**src/hdl/thpd_pkg.sv**
```systemverilog
// ----------------------------------------------------------------------------
// Timed H-bridge pump driver package
// Shared types, codes and sizes for the pump driver controller and datapath.
// ----------------------------------------------------------------------------
package thpd_pkg;

   // Pump slots carried on the ports, and the default number of live pumps
   localparam int SLOT_COUNT         = 4;
   localparam int PUMP_COUNT_DEFAULT = 4;

   localparam int DUTY_WIDTH  = 8;
   localparam int TIME_WIDTH  = 32;
   localparam int INDEX_WIDTH = 3;
   localparam int SEL_WIDTH   = 2;
   localparam int CSR_IDX_WIDTH = 2;

   // Operation codes
   localparam logic [1:0] FUNC_START = 2'd0;
   localparam logic [1:0] FUNC_STOP  = 2'd1;
   localparam logic [1:0] FUNC_TICK  = 2'd2;

   // Drive modes
   localparam logic [1:0] DRV_FORWARD = 2'd0;
   localparam logic [1:0] DRV_REVERSE = 2'd1;
   localparam logic [1:0] DRV_BRAKE   = 2'd2;
   localparam logic [1:0] DRV_COAST   = 2'd3;

   // Controller states
   typedef enum logic {
      ST_IDLE,
      ST_EXEC
   } state_type;

   // Commands from controller to datapath
   typedef struct packed {
      logic load;
      logic exec;
   } ctl_cmd_type;

   // Input beat
   typedef struct packed {
      logic [1:0]             func;
      logic [INDEX_WIDTH-1:0] pump_index;
      logic [TIME_WIDTH-1:0]  duration_ms;
      logic [1:0]             direction;
      logic                   brake;
   } req_type;

   // Result beat
   typedef struct packed {
      logic                  accepted;
      logic [SLOT_COUNT-1:0] running_mask;
      logic [DUTY_WIDTH-1:0] pump0_a_level;
      logic [DUTY_WIDTH-1:0] pump0_b_level;
      logic [DUTY_WIDTH-1:0] pump1_a_level;
      logic [DUTY_WIDTH-1:0] pump1_b_level;
      logic [DUTY_WIDTH-1:0] pump2_a_level;
      logic [DUTY_WIDTH-1:0] pump2_b_level;
      logic [DUTY_WIDTH-1:0] pump3_a_level;
      logic [DUTY_WIDTH-1:0] pump3_b_level;
   } rsp_type;

endpackage

```
**src/hdl/thpd_ctrl.sv**
```systemverilog
// ----------------------------------------------------------------------------
// Pump driver controller
// Sequences capture and execution of one beat and owns the result valid flag.
// ----------------------------------------------------------------------------
module thpd_ctrl (
   input  logic                   clock,
   input  logic                   reset,
   input  logic                   req_valid,
   output logic                   req_stall,
   output logic                   rsp_valid,
   input  logic                   rsp_stall,
   output thpd_pkg::ctl_cmd_type  cmd
);

   thpd_pkg::state_type state_ff, state_in;
   logic                rsp_valid_ff, rsp_valid_in;

   // State and valid registers
   always_ff @(posedge clock) begin
      if (reset) begin
         state_ff     <= thpd_pkg::ST_IDLE;
         rsp_valid_ff <= 1'b0;
      end else begin
         state_ff     <= state_in;
         rsp_valid_ff <= rsp_valid_in;
      end
   end

   // Next state and commands
   always_comb begin
      state_in = state_ff;
      cmd.load = 1'b0;
      cmd.exec = 1'b0;
      case (state_ff)
         thpd_pkg::ST_IDLE: begin
            if (req_valid) begin
               cmd.load = 1'b1;
               state_in = thpd_pkg::ST_EXEC;
            end
         end
         thpd_pkg::ST_EXEC: begin
            // execute only once the result register is free or draining
            if (!rsp_valid_ff || !rsp_stall) begin
               cmd.exec = 1'b1;
               state_in = thpd_pkg::ST_IDLE;
            end
         end
         default: begin
            state_in = thpd_pkg::ST_IDLE;
         end
      endcase
   end

   // Hold the result until taken
   always_comb begin
      if (cmd.exec) begin
         rsp_valid_in = 1'b1;
      end else if (!rsp_stall) begin
         rsp_valid_in = 1'b0;
      end else begin
         rsp_valid_in = rsp_valid_ff;
      end
   end

   assign req_stall = (state_ff != thpd_pkg::ST_IDLE);
   assign rsp_valid = rsp_valid_ff;

   // Every executed beat shows up as a result
   a_exec_gives_rsp: assert property (@(posedge clock) disable iff (reset)
      cmd.exec |=> rsp_valid)
      else $error("executed beat did not raise result valid");

   // A captured beat is always executed before the next capture
   a_load_then_exec: assert property (@(posedge clock) disable iff (reset)
      cmd.load |=> (state_ff == thpd_pkg::ST_EXEC) && !cmd.load)
      else $error("captured beat not held for execution");

endmodule

```
**src/hdl/thpd_datapath.sv**
```systemverilog
// ----------------------------------------------------------------------------
// Pump driver datapath
// Holds duty registers, per-pump run state and the result register; applies
// start, stop and tick beats on command.
// ----------------------------------------------------------------------------
module thpd_datapath #(
   parameter int PUMP_COUNT = thpd_pkg::PUMP_COUNT_DEFAULT
) (
   input  logic                                 clock,
   input  logic                                 reset,
   input  thpd_pkg::ctl_cmd_type                cmd,
   input  thpd_pkg::req_type                    req_data,
   input  logic                                 csr_we,
   input  logic [thpd_pkg::CSR_IDX_WIDTH-1:0]   csr_index,
   input  logic [thpd_pkg::DUTY_WIDTH-1:0]      csr_wdata,
   output thpd_pkg::rsp_type                    rsp_data
);

   localparam int SLOTS = thpd_pkg::SLOT_COUNT;
   localparam int DW    = thpd_pkg::DUTY_WIDTH;
   localparam int TW    = thpd_pkg::TIME_WIDTH;
   localparam logic [thpd_pkg::INDEX_WIDTH-1:0] PUMP_LIMIT =
      thpd_pkg::INDEX_WIDTH'(PUMP_COUNT);
   localparam logic [TW-1:0] TIME_MAX = '1;

   thpd_pkg::req_type item_ff;
   thpd_pkg::rsp_type out_ff, out_in;

   logic [DW-1:0]    duty_ff     [SLOTS];
   logic [SLOTS-1:0] run_ff, run_in;
   logic [TW-1:0]    elapsed_ff  [SLOTS];
   logic [TW-1:0]    elapsed_in  [SLOTS];
   logic [TW-1:0]    length_ff   [SLOTS];
   logic [TW-1:0]    length_in   [SLOTS];
   logic [DW-1:0]    level_a_ff  [SLOTS];
   logic [DW-1:0]    level_a_in  [SLOTS];
   logic [DW-1:0]    level_b_ff  [SLOTS];
   logic [DW-1:0]    level_b_in  [SLOTS];

   logic [thpd_pkg::SEL_WIDTH-1:0] sel;
   logic                           index_ok;
   logic                           accepted;
   logic [TW-1:0]                  bumped [SLOTS];
   logic [SLOTS-1:0]               live_mask;
   logic [DW-1:0]                  out_a [SLOTS];
   logic [DW-1:0]                  out_b [SLOTS];

   // Channel levels for a drive mode
   function automatic logic [2*DW-1:0] drive_levels(input logic [1:0] mode,
                                                    input logic [DW-1:0] duty);
      logic [2*DW-1:0] lv;
      case (mode)
         thpd_pkg::DRV_FORWARD: lv = {duty, {DW{1'b0}}};
         thpd_pkg::DRV_REVERSE: lv = {{DW{1'b0}}, duty};
         thpd_pkg::DRV_BRAKE:   lv = {duty, duty};
         default:               lv = '0;
      endcase
      return lv;
   endfunction

   // Capture the input beat
   always_ff @(posedge clock) begin
      if (cmd.load) begin
         item_ff <= req_data;
      end
   end

   // Duty registers
   always_ff @(posedge clock) begin
      if (reset) begin
         for (int i = 0; i < SLOTS; i++) begin
            duty_ff[i] <= '1;
         end
      end else if (csr_we) begin
         duty_ff[csr_index] <= csr_wdata;
      end
   end

   assign sel      = item_ff.pump_index[thpd_pkg::SEL_WIDTH-1:0];
   assign index_ok = (item_ff.pump_index < PUMP_LIMIT);

   // Saturating elapsed count per pump
   always_comb begin
      for (int i = 0; i < SLOTS; i++) begin
         bumped[i] = (elapsed_ff[i] == TIME_MAX) ? elapsed_ff[i] : elapsed_ff[i] + 1'b1;
         live_mask[i] = (i < PUMP_COUNT);
      end
   end

   // Apply the beat to the pump state
   always_comb begin
      run_in   = run_ff;
      accepted = 1'b0;
      for (int i = 0; i < SLOTS; i++) begin
         elapsed_in[i] = elapsed_ff[i];
         length_in[i]  = length_ff[i];
         level_a_in[i] = level_a_ff[i];
         level_b_in[i] = level_b_ff[i];
      end
      case (item_ff.func)
         thpd_pkg::FUNC_START: begin
            for (int i = 0; i < SLOTS; i++) begin
               if (index_ok && sel == thpd_pkg::SEL_WIDTH'(i) && !run_ff[i]) begin
                  run_in[i]     = 1'b1;
                  elapsed_in[i] = '0;
                  length_in[i]  = item_ff.duration_ms;
                  {level_a_in[i], level_b_in[i]} =
                     drive_levels(item_ff.direction, duty_ff[i]);
                  accepted      = 1'b1;
               end
            end
         end
         thpd_pkg::FUNC_STOP: begin
            for (int i = 0; i < SLOTS; i++) begin
               if (index_ok && sel == thpd_pkg::SEL_WIDTH'(i)) begin
                  run_in[i] = 1'b0;
                  {level_a_in[i], level_b_in[i]} = drive_levels(
                     item_ff.brake ? thpd_pkg::DRV_BRAKE : thpd_pkg::DRV_COAST,
                     duty_ff[i]);
               end
            end
            accepted = index_ok;
         end
         thpd_pkg::FUNC_TICK: begin
            // advance running pumps and coast those whose time is up
            for (int i = 0; i < SLOTS; i++) begin
               if (live_mask[i] && run_ff[i]) begin
                  elapsed_in[i] = bumped[i];
                  if (bumped[i] >= length_ff[i]) begin
                     run_in[i]     = 1'b0;
                     level_a_in[i] = '0;
                     level_b_in[i] = '0;
                  end
               end
            end
            accepted = 1'b1;
         end
         default: begin
            accepted = 1'b0;
         end
      endcase
   end

   // Result from the updated state
   always_comb begin
      for (int i = 0; i < SLOTS; i++) begin
         out_a[i] = live_mask[i] ? level_a_in[i] : '0;
         out_b[i] = live_mask[i] ? level_b_in[i] : '0;
      end
      out_in.accepted      = accepted;
      out_in.running_mask  = run_in & live_mask;
      out_in.pump0_a_level = out_a[0];
      out_in.pump0_b_level = out_b[0];
      out_in.pump1_a_level = out_a[1];
      out_in.pump1_b_level = out_b[1];
      out_in.pump2_a_level = out_a[2];
      out_in.pump2_b_level = out_b[2];
      out_in.pump3_a_level = out_a[3];
      out_in.pump3_b_level = out_b[3];
   end

   // Pump state registers
   always_ff @(posedge clock) begin
      if (reset) begin
         run_ff <= '0;
         for (int i = 0; i < SLOTS; i++) begin
            elapsed_ff[i] <= '0;
            length_ff[i]  <= '0;
            level_a_ff[i] <= '0;
            level_b_ff[i] <= '0;
         end
      end else if (cmd.exec) begin
         run_ff <= run_in & live_mask;
         for (int i = 0; i < SLOTS; i++) begin
            elapsed_ff[i] <= elapsed_in[i];
            length_ff[i]  <= length_in[i];
            level_a_ff[i] <= level_a_in[i];
            level_b_ff[i] <= level_b_in[i];
         end
      end
   end

   // Result register
   always_ff @(posedge clock) begin
      if (cmd.exec) begin
         out_ff <= out_in;
      end
   end

   assign rsp_data = out_ff;

   // Pumps beyond the live count never run
   a_no_dead_pumps: assert property (@(posedge clock) disable iff (reset)
      (run_ff & ~live_mask) == '0)
      else $error("pump outside the live count marked running");

   // A tick beat always reports accepted
   a_tick_accepted: assert property (@(posedge clock) disable iff (reset)
      cmd.exec && item_ff.func == thpd_pkg::FUNC_TICK |=> out_ff.accepted)
      else $error("tick beat not reported as accepted");

endmodule

```
**src/hdl/timed_hbridge_pump_driver_unit.sv**
```systemverilog
// Timed H-bridge pump driver. Each beat is first captured into the input
// register, then applied to the pump state while loading the result
// register; no new beat is taken until the last one has been applied. A new
// beat is captured while an earlier result still waits in the result
// register; execution of that beat holds until the register is taken. Tick
// beats update all pumps in parallel in the execute cycle. Duty registers are
// to be written through the csr port while the block is idle; the block does not enforce it.
// ----------------------------------------------------------------------------
// Timed H-bridge pump driver top level
// Joins the controller and datapath and exposes the beat and csr ports.
// ----------------------------------------------------------------------------
module timed_hbridge_pump_driver_unit #(
   parameter int PUMP_COUNT = thpd_pkg::PUMP_COUNT_DEFAULT
) (
   input  logic                                 clock,
   input  logic                                 reset,
   input  logic                                 req_valid,
   output logic                                 req_stall,
   input  thpd_pkg::req_type                    req_data,
   output logic                                 rsp_valid,
   input  logic                                 rsp_stall,
   output thpd_pkg::rsp_type                    rsp_data,
   input  logic                                 csr_we,
   input  logic [thpd_pkg::CSR_IDX_WIDTH-1:0]   csr_index,
   input  logic [thpd_pkg::DUTY_WIDTH-1:0]      csr_wdata
);

   thpd_pkg::ctl_cmd_type cmd;

   // Sequencing
   thpd_ctrl u_ctrl (
      .clock     (clock),
      .reset     (reset),
      .req_valid (req_valid),
      .req_stall (req_stall),
      .rsp_valid (rsp_valid),
      .rsp_stall (rsp_stall),
      .cmd       (cmd)
   );

   // Pump state and result
   thpd_datapath #(
      .PUMP_COUNT (PUMP_COUNT)
   ) u_datapath (
      .clock     (clock),
      .reset     (reset),
      .cmd       (cmd),
      .req_data  (req_data),
      .csr_we    (csr_we),
      .csr_index (csr_index),
      .csr_wdata (csr_wdata),
      .rsp_data  (rsp_data)
   );

endmodule

```
**config.mk**
```make
export PLATFORM = sky130hd
export DESIGN_NAME = timed_hbridge_pump_driver_unit
export DESIGN_NICKNAME = d
export VERILOG_FILES = /design/src/hdl/thpd_pkg.sv /design/src/hdl/thpd_ctrl.sv /design/src/hdl/thpd_datapath.sv /design/src/hdl/timed_hbridge_pump_driver_unit.sv
export SDC_FILE = /design/constraint.sdc
export NUM_CORES = 1
export LEC_CHECK = 0
export BUFFER_PORTS_ARGS = -buffer_cell sky130_fd_sc_hd__clkbuf_2
export CAP_MARGIN = 20
export CELL_PAD_IN_SITES_DETAIL_PLACEMENT = 1
export CELL_PAD_IN_SITES_GLOBAL_PLACEMENT = 1
export CORE_MARGIN = 2
export CORE_UTILIZATION = 45
export CTS_CLUSTER_SIZE = 12
export DETAILED_ROUTE_END_ITERATION = 7
export HOLD_SLACK_MARGIN = 0.03
export PLACE_DENSITY_LB_ADDON = 0.05
export SYNTH_ARGS = -nofsm -noshare
export SYNTH_HDL_FRONTEND = slang
export SYNTH_SLANG_ARGS = --single-unit
```
**constraint.sdc**
```tcl
create_clock -name clock -period 6.4 [get_ports clock]
set_input_delay 0 -clock clock [delete_from_list [all_inputs] [get_ports clock]]
set_output_delay 0 -clock clock [all_outputs]
set_load 0.02 [all_outputs]
```
Word-level counts from Yosys, hierarchy flattened
Memory sizes are Yosys's and may differ from the RTL's.
Cells that the tools add are included.
{ "totals": {"elab_cells": 201, "ram_bits": 352, "mem_count": 5, "register_bits": 115, "latchBits": 0, "romBits": 0} }
{ "op_classes": {"n_mul": 0, "order_cmp": 5, "mux": 118, "reduce_logical": 20, "eq_ne": 14, "shifts": 0, "add_sub_neg": 4, "div_mod_pow": 0, "bitwise": 17} }
{ "memory_table": {"columns": ["memory", "words", "width", "read_ports", "rd_ports_with_merged_regs", "wr", "line", "source"], "rows": [
  ["u_datapath.elapsed_ff", 4, 32, 4, 0, 4, "thpd_datapath.sv:31", "logic [TW-1:0] elapsed_ff [SLOTS];"],
  ["u_datapath.length_ff", 4, 32, 4, 0, 4, "thpd_datapath.sv:33", "logic [TW-1:0] length_ff [SLOTS];"],
  ["u_datapath.duty_ff", 4, 8, 4, 0, 4, "thpd_datapath.sv:29", "logic [DW-1:0] duty_ff [SLOTS];"],
  ["u_datapath.level_a_ff", 4, 8, 4, 0, 4, "thpd_datapath.sv:35", "logic [DW-1:0] level_a_ff [SLOTS];"],
  ["u_datapath.level_b_ff", 4, 8, 4, 0, 4, "thpd_datapath.sv:37", "logic [DW-1:0] level_b_ff [SLOTS];"]
]} }
{ "op_table": {"columns": ["cell", "n"], "rows": [
  ["$mux 32", 24],
  ["$pmux 16 s3", 8],
  ["$mux 8", 41],
  ["$pmux 128 s2", 1],
  ["$pmux 32 s3", 2],
  ["$add 32x1->32 const B", 4],
  ["$eq 32x32->1 const B", 4],
  ["$ge 32x32->1", 4],
  ["$mux 128", 1],
  ["$mux 1", 37],
  ["$or 1x1->1", 16],
  ["$pmux 4 s3", 1],
  ["$eq 2x2->1 const B", 5],
  ["$eq 2x1->1 const B", 4],
  ["$logic_and 1x1->1", 8],
  ["$logic_not 2->1", 4],
  ["$reduce_or 8->1", 1],
  ["$logic_not 1->1", 6],
  ["$lt 3x3->1 const B", 1],
  ["$pmux 1 s3", 1],
  ["$mux 2", 1],
  ["$ne 2x1->1 const B", 1],
  ["$pmux 1 s2", 1],
  ["$logic_or 1x1->1", 1],
  ["$not 1->1", 1]
]} }

Depth between registers and ports, before layout
Gate-level depths: netlist of the first run.
{ "logic_depth": {"depth_word": 8, "mapped_depth": 17} }

Cells and area by module
Synthesis of the first run repeated with hierarchy kept, for this count alone.
{ "unflattened": {"cells_unflattened": 2475, "area_unflattened_um2": 26492.9} }
{ "modules_own_cells": {"columns": ["mod", "cells_each", "n_inst", "area_per_inst_um2"], "rows": [
  ["thpd_datapath", 2465, 1, 26392.8],
  ["thpd_ctrl", 10, 1, 100.1]
]} }

Worst setup path before layout of the first run
OpenSTA, ideal clock, no wires.
{ "synth_timing": {"kind": "reg-to-reg", "start": "register u_ctrl.state_ff (netlist: u_ctrl.req_stall)", "end": "memory u_datapath.elapsed_ff[0][0] in the netlist's numbering (enable)", "stages_incl_launch_ff": 5, "path_slack_ps": 2038, "setup_time_ps": 428, "period_less_slack_ps": 4362, "t_arrival_ps": 3934, "path_cell_list": "dfxtp_1 > nand2_1 > inv_1 > nand2_1 > o21bai_1"} }
{ "synth_rtl": {"columns": ["element", "line", "source"], "rows": [
  ["from (decl)", "thpd_ctrl.sv:15", "thpd_pkg::state_type state_ff, state_in;"],
  ["from (signal assigned)", "thpd_ctrl.sv:21", "state_ff <= thpd_pkg::ST_IDLE;"],
  ["from (signal assigned)", "thpd_ctrl.sv:24", "state_ff <= state_in;"],
  ["to (decl)", "thpd_datapath.sv:31", null]
]} }

==> out/metrics.cfg, run 1 <==
[outcome]
status=finished, final reports clean

[grt]
grt_max_degree=76
antenna_found_initial=0
grt_pass1_vias=20490
grt_usage_pct=25.79
grt_first_pass_wirelength_um=118500
overflow=0

[setup_path]
required_ns=6.81
reg2reg_slack_ns=1.14
cp-start-kind=register
ff2ff_path_depth=15
crit_path_end=u_datapath.level_b_ff[1][6]
cp.depth=15
path_buf_inv=1
crit_family=simple AND/OR/NAND/NOR gates
worst_setup_path_end_kind=register
cp_cell_sequence=and4_1 -> nand4_1 -> nor4_1 -> buf_4 -> nand2b_1 -> nor2_1 -> xor2_1 -> ha_1 -> a21o_1 -> a21o_1 -> a21oi_1 -> nor2_1 -> o31ai_1 -> nand4_1 -> o22ai_1
arrival_ns=5.67
worst_path_largest_cell_delay_ns=0.84
cp-startpoint=u_datapath.elapsed_ff[1][18]
criticalPathCategory=register to register
reg2reg_from=u_datapath.elapsed_ff[1][18]
cp_max_fo=16
crit_slowest_cell=nand4_1
worstReg2RegEnd=u_datapath.level_b_ff[1][6]

[timing]
worstMarginPinSlew_ns=1.113
fin_tns_setup_ns=0
fmax_ghz=0.1901
rsz0062_at_grt=false
worst_slack_ns=1.138
hold_viol=0
maxSlewViolCount=0
fin_crit_ns=5.262
max_slew_margin_pct=25.79
post-route-period-util_pct=82.22
skew_ns=0.01732
setup_violations=0

[die]
design.core.area_sq_um=56280
die_h_um=242.5
die_area_sq_um=58790
fp-row-count=87
start_util_pct=45.47
die_x_um=242.5
io_pins=126

[final_layout]
n_fill_cell=6051
regArea_sq_um=13960
layout-drive-gt1-share_pct=11.17
area_growth_syn_to_layout_pct=15.50
instances_no_fill=3344
antenna_cells=0
multi_input_area_sq_um=10730
nets=2731
fin_area_sq_um=29560

[power_and_ir_drop]
power_w=0.007852
pwr-share-seq_pct=47.3
power_switching_w=0.001990
power_frac_clock_pct=42.1
leakagePower_nw=11.46
ir_drop_v=0.0001942
switching_share_pct=25.35
pwr-share-comb_pct=10.6
p_per_area_nw_per_um2=265.6
p_int_w=0.005862

[synth]
synth_fp_nets=2554
ys.warnings.count=0
yosys_register_bits=467
netlist-cell-type-count=71
synth_area_leaders=edfxtp_1 54%, ha_1 6.5%, a21oi_1 5.1%, and2_1 4.8%, nand2_1 2.6%
async_reset_ff_share_pct=0
netlist_area_sq_um=25590
syn_area_per_cell_sq_um=10.81
ys_seq_area_share_pct=54.56
netlist_instances=2367
ys.flop_type=edfxtp_1
synth_enable_flop_cells=461
synth_top_area_share_pct=54.09
yosysTopAreaCell=edfxtp_1

[detailed_routing]
drt_iter0_drc=1182
avgRoutedWirePerCell_um=22.84
via_per_inst=5.743
ant_nets=0
dr.pass1.iters=4
drc=0
wirelength_um=76380
vias=19204

[cts]
cts_root_buf=clkbuf_16
numCtsBuffers=55
path_clk_slew_ns=0.06
cts_tree=built
clk_latency_ns=0.61
cts.htree.levels=2
clock-sinks=467
cts_buffer_depth=3
post_cts.repair.setup_buffers=0

[place]
pre_cts_slack_ns=1.191
dpl-instance-area_sq_um=27110
dp.cells=3186
place_hpwl_um=51840
port_buffers=125
place.gp.congestion=0.8222

[run]
maxCapViolCount=0

[worst_hold_path]
hold_path.class=input pin to register

-- cells in the final DEF, fill, tap and decap left out, drive strengths merged, types with 8 or more instances in the layout --
| cell type | n |
|---|---|
| xor2 | 50 |
| and4 | 17 |
| a221oi | 9 |
| clkinv | 24 |
| buf | 37 |
| nor2 | 121 |
| nor3 | 41 |
| a221o | 13 |
| o22ai | 29 |
| nand2 | 176 |
| and2 | 197 |
| and3 | 37 |
| or2 | 8 |
| nor3b | 19 |
| xnor2 | 70 |
| ha | 132 |
| a211o | 8 |
| bufinv | 9 |
| a22o | 24 |
| nor2b | 10 |
| a31oi | 13 |
| inv | 151 |
| a21oi | 266 |
| edfxtp | 461 |
| clkbuf | 190 |
| nand2b | 66 |
| o21ai | 90 |
| dlygate4sd3 | 56 |
| o21a | 9 |
| a211oi | 20 |
| nand4 | 55 |
| a21o | 37 |
| nand3 | 70 |
-- worst min path at each step --
| stage | endpoint | cells past startpoint | startpoint |
|---|---|---|---|
| global placement | u_datapath.item_ff[17] | 1 | req_data[17] |
| floorplan | u_datapath.item_ff[0] | 0 | req_data[0] |
| CTS | u_datapath.item_ff[10] | 2 | req_data[10] |
| detailed placement | u_datapath.item_ff[10] | 1 | req_data[10] |
| finish | u_datapath.item_ff[17] | 2 | req_data[17] |
| global route | u_datapath.item_ff[17] | 2 | req_data[17] |
-- power by group through the flow --
stage               clock network, W  logic [W]  registers (W)
CTS                          0.00337   0.000835        0.00371
floorplan                          0   0.000483        0.00376
detailed placement                 0   0.000801        0.00378
global placement                   0   0.000765        0.00377
finish                       0.00330   0.000832        0.00372
global route                 0.00348   0.000919        0.00373
-- per-stage QoR --
step / hold WS (ns) / util (%)
finish: 0.1076 / 52.52
global route: 0.09122 / 52.52
CTS: 0.07001 / 52.51
detailed placement: 0.1793 / 48.18
global placement: 0.1768 / 48.14
floorplan: 0.09887 / -
-- repair_timing --
item,4_1_cts,5_1_grt
hold buffers,56,0
hold endpoints to repair,82,0
gates resized for setup,0,0
-- flip-flops by register name (all words and copies together) (netlist names) --
register and count:
u_datapath.length_ff 128, u_datapath.level_a_ff 32, u_ctrl.rsp_valid 1, u_datapath.elapsed_ff 128, u_datapath.run_ff 4, u_datapath.item_ff 40
u_ctrl.req_stall 1, u_datapath.rsp_data 69, u_datapath.duty_ff 32, u_datapath.level_b_ff 32
-- kinds of logic after synthesis --
group,count (synthesis),synth area share [%]
flops,467,54.56
fa+ha+maj,132,6.454
compound gates,547,12.84
simple gates,847,18.09
mux,4,0.1711
xor+xnor,120,4.136
buf+inv,250,3.750
-- synthesized netlist by cell type, drive strengths merged, types with 5 or more instances --
cell type / n
a221oi: 9
and4: 17
nor2: 121
o21ai: 90
a31oi: 13
buf: 24
dfxtp: 6
a2111oi: 5
or2: 8
clkbuf: 74
nand2: 176
o22ai: 29
nand4: 55
inv: 151
a221o: 13
nand3: 70
xnor2: 70
a211oi: 20
and3: 37
a22o: 24
and2: 197
xor2: 50
a21oi: 266
ha: 132
a211o: 8
nand2b: 66
or3: 7
edfxtp: 461
a21o: 37
nor3b: 19
o21a: 9
nor3: 41
nor2b: 10
or4: 5
nor4: 7
-- layer usage --
layer / vias up / track usage [%] / share of wire [%]
li1: 8996 / - / -
met1: 9651 / 32.66 / 42
met2: 425 / 45.60 / 51
met3: 132 / 2.769 / 3.4
met4: 0 / 9.350 / 3.3
met5: - / 0 / 0
-- area by class of cell --
class	count	area share (%)
well taps	756	3.200
repair buffers	218	4.986
clock inverters	36	1.359
flip-flops and latches	467	47.24
multi-input cells	1650	36.29
clock buffers	65	4.995
inverters	152	1.930
(Power assumes the default switching activity.)
==> run 2: changes to the inputs <==
clock period = 4.9 ns   (was 6.4 ns; I/O delays follow)
==> run 2 against run 1 <==
Compared with the run above:
- non-clock buffer count up 21
- core utilization fell by 0.18 points
- die area unchanged
- highest routed layer unchanged
- critical path type unchanged
- via count about the same
- global-route usage shrank 0.32 points
==> out/metrics.cfg, run 2 (synthesized netlist as in run 1, its figures left out) <==
[place]
place_hpwl_um=52060  ; +0.43%
pre_cts_slack_ns=0.2516  ; -0.9398 ns
port_buffers=125  ; unchanged
place.gp.congestion=0.8120  ; -1.2%
dpl-instance-area_sq_um=27300  ; +0.67%
dp.cells=3206  ; +0.63%

[grt]
grt_usage_pct=25.47  ; -0.32 points
antenna_found_initial=0  ; unchanged
overflow=0  ; unchanged
grt_max_degree=85  ; +12%
grt_first_pass_wirelength_um=117700  ; -0.72%
grt_pass1_vias=20496  ; +0.029%

[final_layout]
instances_no_fill=3354  ; +0.30%
layout-drive-gt1-share_pct=11.39  ; +0.23 points
fin_area_sq_um=29460  ; -0.34%
n_fill_cell=6127  ; +1.3%
nets=2750  ; +0.70%
area_growth_syn_to_layout_pct=15.11
layout.cells.most_common=edfxtp_1
antenna_cells=0  ; unchanged
most-common-layout-cells=461 x edfxtp_1, 263 x a21oi_1, 197 x and2_1, 176 x nand2_1, 149 x inv_1

[timing]
max_slew_margin_pct=34.09  ; +8.3 points
worst_slack_ns=0.3084  ; -0.8298 ns
maxSlewViolCount=0  ; unchanged
worstMarginPinSlew_ns=0.9879  ; -0.1253 ns
skew_ns=0.02770  ; +0.01038 ns
post-route-period-util_pct=93.71  ; +11 points
setup_violations=0  ; unchanged
fin_crit_ns=4.592  ; -0.6702 ns
fmax_ghz=0.2178  ; +15%
hold_viol=0  ; unchanged

[cts]
numCtsBuffers=53  ; -3.6%
cts.htree.levels=2  ; unchanged
path_clk_slew_ns=0.07  ; about the same
cts_buffer_depth=3  ; unchanged
cts_root_buf=clkbuf_16
cts_tree=built
clock-sinks=467  ; unchanged
clk_latency_ns=0.61  ; about the same
post_cts.repair.setup_buffers=0  ; unchanged

[power_and_ir_drop]
pwr-share-comb_pct=11.2  ; +0.6 points
power_frac_clock_pct=38.8  ; -3.3 points
pwr-share-seq_pct=50.0  ; +2.7 points
p_int_w=0.007182  ; +23%
power_switching_w=0.002520  ; +27%
leakagePower_nw=11.45  ; -0.13%
ir_drop_v=0.0002865  ; +47%
switching_share_pct=25.98  ; +0.63 points
p_per_area_nw_per_um2=329.4  ; +24%

[detailed_routing]
dr.pass1.iters=5  ; +1
avgRoutedWirePerCell_um=22.48  ; -1.6%
wl_met2_um=39280  ; +1.1%
wl_met3_um=2624  ; -0.27%
wirelength_um=75400  ; -1.3%
wl_met1_um=31840  ; -1.5%
vias=19223  ; +0.099%
drc=0  ; unchanged
via_per_inst=5.731  ; -0.20%
ant_nets=0  ; unchanged
drt_iter0_drc=1015  ; -14%
dr.max_layer_used=met4

[die]
die_h_um=242.5  ; unchanged
die_area_sq_um=58790  ; unchanged
design.core.area_sq_um=56280  ; unchanged
io_pins=126  ; unchanged
fp-row-count=87  ; unchanged
start_util_pct=45.47  ; unchanged
die_x_um=242.5  ; unchanged

[setup_path]
cp-startpoint=u_datapath.elapsed_ff[0][0]
required_ns=5.25  ; -1.56 ns
cp_max_fo=16  ; unchanged
criticalPathCategory=register to register
cp-start-kind=register
reg2reg_from=u_datapath.elapsed_ff[0][0]
arrival_ns=4.94  ; -0.73 ns
worst_setup_path_end_kind=register

[worst_hold_path]
hold_path.class=input pin to register
hp-start=req_data[1]

[outcome]
status=finished, final reports clean

[run]
maxCapViolCount=0  ; unchanged

==> run 2: cell types whose count changed in the layout (fill, tap and decap cells not counted), sizes merged <==
cell / change
buf: +20
bufinv: -6
clkinvlp: -4
clkinv: -2
clkbuf: +1
inv: +1
==> run 2: critical path, stage by stage, from the launching register on <==
cell and delay (ns):
edfxtp_1 0.41, ha_1 0.21, nand3_2 0.13, or3_4 0.44, nor4b_4 0.38, nor2_4 0.13, and3_4 0.20, xor2_1 0.15
ha_1 0.30, nand4_1 0.14, nor3_1 0.26, or4b_1 0.45, a31oi_1 0.31, o31ai_2 0.13, buf_4 0.22, o21a_1 0.21
or2_2 0.26
==> run 2: routing by layer <==
metal | track usage, % | vias up
met3 | 2.936 | 97
met4 | 7.099 | 0
li1 | - | 9033
met2 | 46.25 | 359
met5 | 0 | -
met1 | 31.94 | 9734
==> run 2: power groups by stage <==
stage | Combinational [W] | Sequential, W | Clock (W)
5_1_grt | 0.00121 | 0.00488 | 0.00397
6_report | 0.00109 | 0.00485 | 0.00376
2_1_floorplan | 0.000631 | 0.00491 | 0
3_5_place_dp | 0.00105 | 0.00493 | 0
3_3_place_gp | 0.00101 | 0.00492 | 0
4_1_cts | 0.00109 | 0.00485 | 0.00384
==> run 2: final timing paths <==
kind / to / slack [ns] / depth (start not counted)
setup reg to reg: u_datapath.rsp_data[61] / 0.31 / 16
hold / removal: u_datapath.item_ff[1] / 0.11 / 2
setup / recovery: u_datapath.rsp_data[61] / 0.31 / 16
hold reg to reg: u_datapath.length_ff[3][16] / 0.55 / 1
==> run 2: layout make-up <==
cell class,instances,area [sq um],share of cell area [%]
Multi-Input combinational cell,1650,10740,36.45
Timing Repair Buffer,239,1669,5.666
Tap cell,756,945.9,3.211
Clock inverter,25,198.9,0.6753
Inverter,152,570.5,1.937
Clock buffer,65,1371,4.655
Sequential cell,467,13960,47.40
==> run 2: timing repair <==
| item | CTS | global route |
|---|---|---|
| setup endpoints to repair | 0 | 9 |
| resized for setup | 0 | 1 |
| endpoints found under the hold margin | 82 | 0 |
| hold buffers | 56 | 0 |
==> run 2: stage by stage <==
step / total power (W) / hold slack, ns / setup TNS [ns] / util (%)
after floorplan: 0.005544 / 0.09887 / 0 / -
after global placement: 0.005925 / 0.1787 / 0 / 48.50
after detailed placement: 0.005982 / 0.1791 / 0 / 48.50
after CTS: 0.009787 / 0.07493 / 0 / 52.29
after global routing: 0.01006 / 0.1055 / -0.003574 / 52.34
final: 0.009702 / 0.1134 / 0 / 52.34
